**src/hw/rtl/ray_box_slab_test_top_macros.svh**
```systemverilog
// ----------------------------------------------------------------------------
// ray_box_slab_test_top_macros.svh
// Assertion macros for the ray/box slab test. Empty when SYNTH is defined.
// ----------------------------------------------------------------------------
`ifndef RAY_BOX_SLAB_TEST_TOP_MACROS_SVH
`define RAY_BOX_SLAB_TEST_TOP_MACROS_SVH

`ifndef SYNTH
// plain clocked property, reset masked
`define RBST_ASSERT(lbl, prop, msg) \
	lbl: assert property (@(posedge clk) disable iff (!arst_n) (prop)) else $error(msg);
// antecedent in this cycle implies consequent in the next
`define RBST_ASSERT_NEXT(lbl, ante, cons, msg) \
	lbl: assert property (@(posedge clk) disable iff (!arst_n) (ante) |=> (cons)) \
		else $error(msg);
`else
`define RBST_ASSERT(lbl, prop, msg)
`define RBST_ASSERT_NEXT(lbl, ante, cons, msg)
`endif

`endif

```
**src/hw/rtl/rbst_pkg.sv**
```systemverilog
// ----------------------------------------------------------------------------
// rbst_pkg
// Types and constants shared by the ray/box slab test pipeline.
// ----------------------------------------------------------------------------
package rbst_pkg;

	typedef logic signed [31:0] q16_t;   // signed Q16.16
	typedef logic signed [32:0] diff_t;  // corner minus origin, Q17.16
	typedef logic signed [63:0] tval_t;  // ray parameter, Q32.32
	typedef logic [30:0]        len_t;   // unsigned Q15.16

	localparam int unsigned REG_IDX_W = 3;
	typedef logic [REG_IDX_W-1:0] reg_idx_t;

	localparam reg_idx_t REG_MIN_X = 3'd0;
	localparam reg_idx_t REG_MIN_Y = 3'd1;
	localparam reg_idx_t REG_MIN_Z = 3'd2;
	localparam reg_idx_t REG_MAX_X = 3'd3;
	localparam reg_idx_t REG_MAX_Y = 3'd4;
	localparam reg_idx_t REG_MAX_Z = 3'd5;
	localparam reg_idx_t NUM_REGS  = 3'd6;

	localparam q16_t BOX_MIN_RST = -32'sd65536;
	localparam q16_t BOX_MAX_RST = 32'sd65536;

	typedef struct packed {
		q16_t [2:0] lo;
		q16_t [2:0] hi;
	} box_t;

	typedef struct packed {
		q16_t [2:0] org;
		q16_t [2:0] inv;
		logic [2:0] neg;
		len_t       len;
	} ray_t;

	// after corner select and subtract
	typedef struct packed {
		diff_t [2:0] dn;
		diff_t [2:0] df;
		q16_t  [2:0] inv;
		len_t        len;
	} s1_t;

	// near/far t per axis
	typedef struct packed {
		tval_t [2:0] tn;
		tval_t [2:0] tf;
		len_t        len;
	} s2_t;

	// x/y interval plus z slab still to apply
	typedef struct packed {
		tval_t t0;
		tval_t t1;
		tval_t tzn;
		tval_t tzf;
		logic  ok;
		len_t  len;
	} s3_t;

	// final interval
	typedef struct packed {
		tval_t t0;
		tval_t t1;
		logic  ok;
		len_t  len;
	} s4_t;

endpackage

```
**src/hw/rtl/rbst_diff.sv**
```systemverilog
// ----------------------------------------------------------------------------
// rbst_diff
// Stage 1: picks near/far corner per axis and subtracts the ray origin.
// ----------------------------------------------------------------------------
module rbst_diff (
	input  logic          clk,
	input  logic          arst_n,
	input  rbst_pkg::box_t box,
	input  logic          in_valid,
	output logic          in_ready,
	input  rbst_pkg::ray_t ray,
	output logic          out_valid,
	input  logic          out_ready,
	output rbst_pkg::s1_t out_data
);

	logic          v_s1;
	rbst_pkg::s1_t d_s1;
	rbst_pkg::s1_t d_nxt;

	always_comb begin
		d_nxt = '0;
		for (int i = 0; i < 3; i++) begin
			rbst_pkg::q16_t near_c;
			rbst_pkg::q16_t far_c;
			near_c = ray.neg[i] ? box.hi[i] : box.lo[i];
			far_c  = ray.neg[i] ? box.lo[i] : box.hi[i];
			d_nxt.dn[i] = $signed({near_c[31], near_c}) - $signed({ray.org[i][31], ray.org[i]});
			d_nxt.df[i] = $signed({far_c[31], far_c}) - $signed({ray.org[i][31], ray.org[i]});
		end
		d_nxt.inv = ray.inv;
		d_nxt.len = ray.len;
	end

	assign in_ready = !v_s1 || out_ready;

	always_ff @(posedge clk or negedge arst_n) begin
		if (!arst_n) begin
			v_s1 <= 1'b0;
		end else if (in_ready) begin
			v_s1 <= in_valid;
		end
	end

	always_ff @(posedge clk) begin
		if (in_ready && in_valid) begin
			d_s1 <= d_nxt;
		end
	end

	assign out_valid = v_s1;
	assign out_data  = d_s1;

endmodule

```
**config.mk**
```make
export PLATFORM = sky130hd
export DESIGN_NAME = rbst_diff
export DESIGN_NICKNAME = d
export VERILOG_FILES = /design/src/hw/rtl/ray_box_slab_test_top_macros.svh /design/src/hw/rtl/rbst_pkg.sv /design/src/hw/rtl/rbst_diff.sv
export SDC_FILE = /design/constraint.sdc
export NUM_CORES = 1
export LEC_CHECK = 0
export BUFFER_PORTS_ARGS = -buffer_cell sky130_fd_sc_hd__buf_2
export CAP_MARGIN = 20
export CORE_AREA = 2 2 291 293
export CTS_BUF_LIST = sky130_fd_sc_hd__clkbuf_8
export DETAILED_ROUTE_END_ITERATION = 6
export DIE_AREA = 0 0 293 295
export PLACE_DENSITY = 0.46
export SLEW_MARGIN = 20
export SYNTH_ARGS = -nofsm -noshare
export SYNTH_HDL_FRONTEND = slang
export SYNTH_SLANG_ARGS = --single-unit
```
**constraint.sdc**
```tcl
create_clock -name clk -period 16.1 [get_ports clk]
set_clock_uncertainty 0.05 [all_clocks]
set_input_delay 3.22 -clock clk [delete_from_list [all_inputs] [get_ports clk]]
set_output_delay 3.22 -clock clk [all_outputs]
set_load 0.01 [all_outputs]
```
# Word level (Yosys, flattened, before mapping)

Cells that the tools add are included.

Register bits: 326
Bits in latches: 0
Memory bits (writable): 0
Bits in read-only memories: 0
Input bits: 422
Output and inout bits: 327
Logic and storage cells: 26
Memories: 0

Add/sub/neg operators: 6
$mul: 0
Div/mod/pow operators: 0
Magnitude comparators: 0
Eq/ne operators: 0
Shifts and indexed selects: 0
Muxes and demuxes: 6
Bitwise operators: 0
Reductions and logical operators: 3

Operators with widths:

| kind                         | count |
|---|---|
| subtractor 32 x 32 -> 33 bit | 6 |
| 2-to-1 mux 32 bit            | 6 |
| logical AND 1 bit            | 1 |
| zero test 1 bit              | 1 |
| logical OR 1 bit             | 1 |

# Depth between registers and ports, before layout

Depth after elaboration: 3
Gate-level depth with buffers: 14
Mapped depth without buffers: 12

# Least setup slack after synthesis

Ideal clock, no wire load.

Path type: input -> register
From: input port out_ready
To: register d_s1 (netlist bit out_data[0]) (enable)
Library setup time: 0.730 ns
Arrival: 10.811 ns
Required time: 15.320 ns
Slack: 4.509 ns
Stages on the path: 2
Path buffers: 0
Cells stage by stage: nand2b_1 -> and2_1

Word-level cells in the longest chain between the ends: 2

RTL lines:

| what                   | RTL line        | source |
|---|---|---|
| start: declaration     | rbst_diff.sv:13 | `input logic out_ready,` |
| logical OR 1 bit       | rbst_diff.sv:35 | `assign in_ready = !v_s1 \|\| out_ready;` |
| logical AND 1 bit      | rbst_diff.sv:46 | `if (in_ready && in_valid) begin` |
| end signal: assignment | rbst_diff.sv:47 | `d_s1 <= d_nxt;` |
| end: declaration       | rbst_diff.sv:18 | `rbst_pkg::s1_t d_s1;` |

Every way passes these cells.
A chain may end at the register's enable or synchronous reset.

# Worst setup path after layout

From: input port out_ready
To: output port in_ready

Word-level cells in the longest chain between the ends: 1

RTL lines:

| what             | RTL line        | source |
|---|---|---|
| logical OR 1 bit | rbst_diff.sv:35 |  |
| end: declaration | rbst_diff.sv:10 | `output logic in_ready,` |

Every way passes these cells.

==> impl_metrics.env <==
export IMPL_status="finished clean"
export IMPL_cts_tree="built"
export IMPL_reg2reg_from="out_valid"
export IMPL_postPlaceCellArea_mm2=0.0268
export IMPL_via_density=4.79
export IMPL_cp_required_ns=12.83
export IMPL_grt_use_met1=0.214
export IMPL_synth_lib_cells_used_distinct=83
export IMPL_cts_bufs_inserted=69
export IMPL_final_core_util=0.338
export IMPL_slew_violations=0
export IMPL_die_area_mm2=0.0864
export IMPL_reg2reg_slack_ns=13.58
export IMPL_htree_num_levels=3
export IMPL_crit_arrival_ns=3.67
export IMPL_crit_path_end_kind="output port"
export IMPL_total_vias_in_the_final_route=18500
export IMPL_timing_final_setup_violations=0
export IMPL_min_delay_start="out_valid"
export IMPL_grt_met2_usage=0.300
export IMPL_synth_sequential_area_ratio=0.449
export IMPL_grt_max_degree=148
export IMPL_finalHoldViolCount=0
export IMPL_setup_worst_path_class="in2out"
export IMPL_post_route_cells_drive_above_1_share=0.384
export IMPL_period_share=0.431
export IMPL_cts_sinks=326
export IMPL_finish_instance_area_mm2=0.0281
export IMPL_routedWlPerCell_um=21.1
export IMPL_setup_repair_after_global_routing_missed_its_margin="no"
export IMPL_drcViolationCount=0
export IMPL_period_minus_slack_ns=6.94
export IMPL_worst_r2r_path_depth=3
export IMPL_hold_path_end="out_valid"
export IMPL_number_of_gates_resized_after_cts=0
export IMPL_max_slew_margin=0.339
export IMPL_area_sequential_mm2=0.00978
export IMPL_detail_route_first_pass_iterations=5
export IMPL_chipHeight_um=295
export IMPL_globalRouteTotalUtil=0.179
export IMPL_placement_io_buffers=748
export IMPL_clk_path_buf_depth=3
export IMPL_synth_ff_type="edfxtp_1"
export IMPL_worstMarginPinSlew_ns=0.991
export IMPL_io_pins=749
export IMPL_fin_tns_setup_ns=0
export IMPL_whs_ns=0.525
export IMPL_synth_edff_count=325
export IMPL_max_cap_violations=0
export IMPL_detailedRoute_firstIterationViolations=961
export IMPL_cts_clk_slew_worst_paths_ns=0.05
export IMPL_worst_r2r_endpoint="out_data[288]"
export IMPL_critical_path_startpoint_type="primary input"
export IMPL_highest_attainable_clock_frequency_mhz=144
export IMPL_number_of_warnings_reported_in_the_yosys_synthesis_log=0
export IMPL_yosys_register_bits=326
export IMPL_multiInputGateArea_mm2=0.0113
export IMPL_cell_count_after_synthesis=1942
export IMPL_grt_busiest_layer="met2"
export IMPL_timing_critical_path_fanout_max=3
export IMPL_dp_hpwl_um=66600
export IMPL_highest_count_cells_in_the_layout_ignoring_fill_and_taps="748 x buf_2, 325 x edfxtp_1, 192 x ha_1"
export IMPL_start_util=0.262
export IMPL_worstSkewPairLatency_ns=0.64
export IMPL_root_buffer="clkbuf_8"
export IMPL_filler_instances=8639
export IMPL_ir_drop_v=0.0000508
export IMPL_async_reset_ff_frac=0.00307
export IMPL_grtUsageMet3=0.0513
export IMPL_min_delay_path_depth=2
export IMPL_route_final_wire_length_um=81900
export IMPL_synth_cell_area_mm2=0.0218
export IMPL_rows=106
export IMPL_floorplan_core_area_mm2=0.0832
export IMPL_layout_setup_ws_ns=9.16
export IMPL_globalRoute_totalOverflow=0
export IMPL_hold_path_class="reg2reg"
export IMPL_synth_avg_cell_area_um2=11.2
export IMPL_grt_first_pass_wirelength_um=117000
export IMPL_cellLeakagePower_uw=0.0125
export IMPL_area_growth_syn_to_layout_pct=28.9
export IMPL_postSynthNetCount=2562
export IMPL_cts_repair_timing_setup_buffer_count=0
export IMPL_place_ws_ns=8.72
export IMPL_layout_cells_most_common="buf_2"
export IMPL_power_density_mw_per_mm2=99.3
export IMPL_layout_nets=3347
export IMPL_grt_pass1_vias=19100
export IMPL_grt_antenna_before_repair=33
export IMPL_die_w_um=293
export IMPL_ant_nets=0
export IMPL_place_gp_congestion=0.917
export IMPL_hold_buffers=0
[logic make-up (layout without fill, tap and decap cells)]
logic type | Yosys count | after routing | share of synthesized area
DFF | 326 | 326 | 0.449
and+or+nand+nor | 368 | 368 | 0.0819
adders and majority gates | 198 | 198 | 0.116
buffers and inverters | 182 | 1018 | 0.0318
AOI/OAI and AO/OA | 509 | 509 | 0.156
xor gates and xnor gates | 164 | 164 | 0.0659
muxes | 195 | 195 | 0.0998
other | 0 | 15 | 0
[where the power goes]
group	internal, uW	leakage, uW	total [uW]	switching, uW
registers	1070	0.00311	1100	29.5
clock network	435	0.000708	852	417
logic	352	0.00873	843	491
total	1850	0.0125	2790	937
[critical path: stages]
cell and delay [ns]:
buf_2 0.09, nand2b_1 0.18, buf_2 0.17
[routing by layer]
metal | share of wire | up-vias
met1 | 0.40 | 8830
met5 | 0.0012 | -
met3 | 0.081 | 169
li1 | - | 8884
met4 | 0.037 | 16
met2 | 0.48 | 644
[flip-flops by register name (all words and copies together), names as in the netlist]
name and flops:
out_data 325, out_valid 1
[how the worst max path moves through the flow]
stage	endpoint	slack (ns)	from	cells after the start
after floorplan	out_data[0]	4.51	out_ready	2
after global placement	out_data[322]	8.75	ray[33]	14
after detailed placement	out_data[322]	8.72	ray[33]	14
after CTS	in_ready	9.17	out_ready	3
after global routing	out_data[322]	9.03	ray[33]	14
final	in_ready	9.16	out_ready	3
[cell type report]
cell class                      count  share of cell area
Inverter                          142              0.0190
Clock inverter                     53              0.0110
Timing Repair Buffer              754               0.135
Clock buffer                       69              0.0338
Multi-Input combinational cell   1434               0.403
Tap cell                         1080              0.0481
Antenna cell                       15             0.00134
Sequential cell                   326               0.348
[stage by stage]
stage	cells	total power [uW]
2_1_floorplan	1942	1650
3_3_place_gp	3736	1950
3_5_place_dp	3736	1950
4_1_cts	3858	2840
5_1_grt	3866	2950
6_report	3873	2790
[synthesized netlist by cell type, drive strengths merged, types with 5 or more instances]
cell type / n / area (um^2)
edfxtp: 325 / 9760
ha: 192 / 2400
mux2: 180 / 2030
a21oi: 160 / 823
inv: 141 / 529
xnor2: 103 / 902
nand2: 100 / 378
nor2: 97 / 364
o21ai: 91 / 474
a21o: 86 / 649
xor2: 61 / 534
clkbuf: 34 / 128
o21a: 33 / 248
nand3: 28 / 140
nand2b: 23 / 144
a31oi: 21 / 131
nor2b: 21 / 131
nor3: 20 / 100
and3: 16 / 101
mux2i: 15 / 150
nand4: 15 / 93.8
a211oi: 14 / 110
o21bai: 14 / 105
and2: 12 / 75.1
o211ai: 9 / 67.6
o31ai: 9 / 77.6
a31o: 8 / 70.1
nor4: 8 / 50.1
o31a: 8 / 70.1
or4: 8 / 67.6
o2111ai: 7 / 67.6
buf: 6 / 33.8
fa: 6 / 120
o41ai: 6 / 86.3
or2: 5 / 31.3
or3: 5 / 31.3
Power figures use the tool's default switching activity.
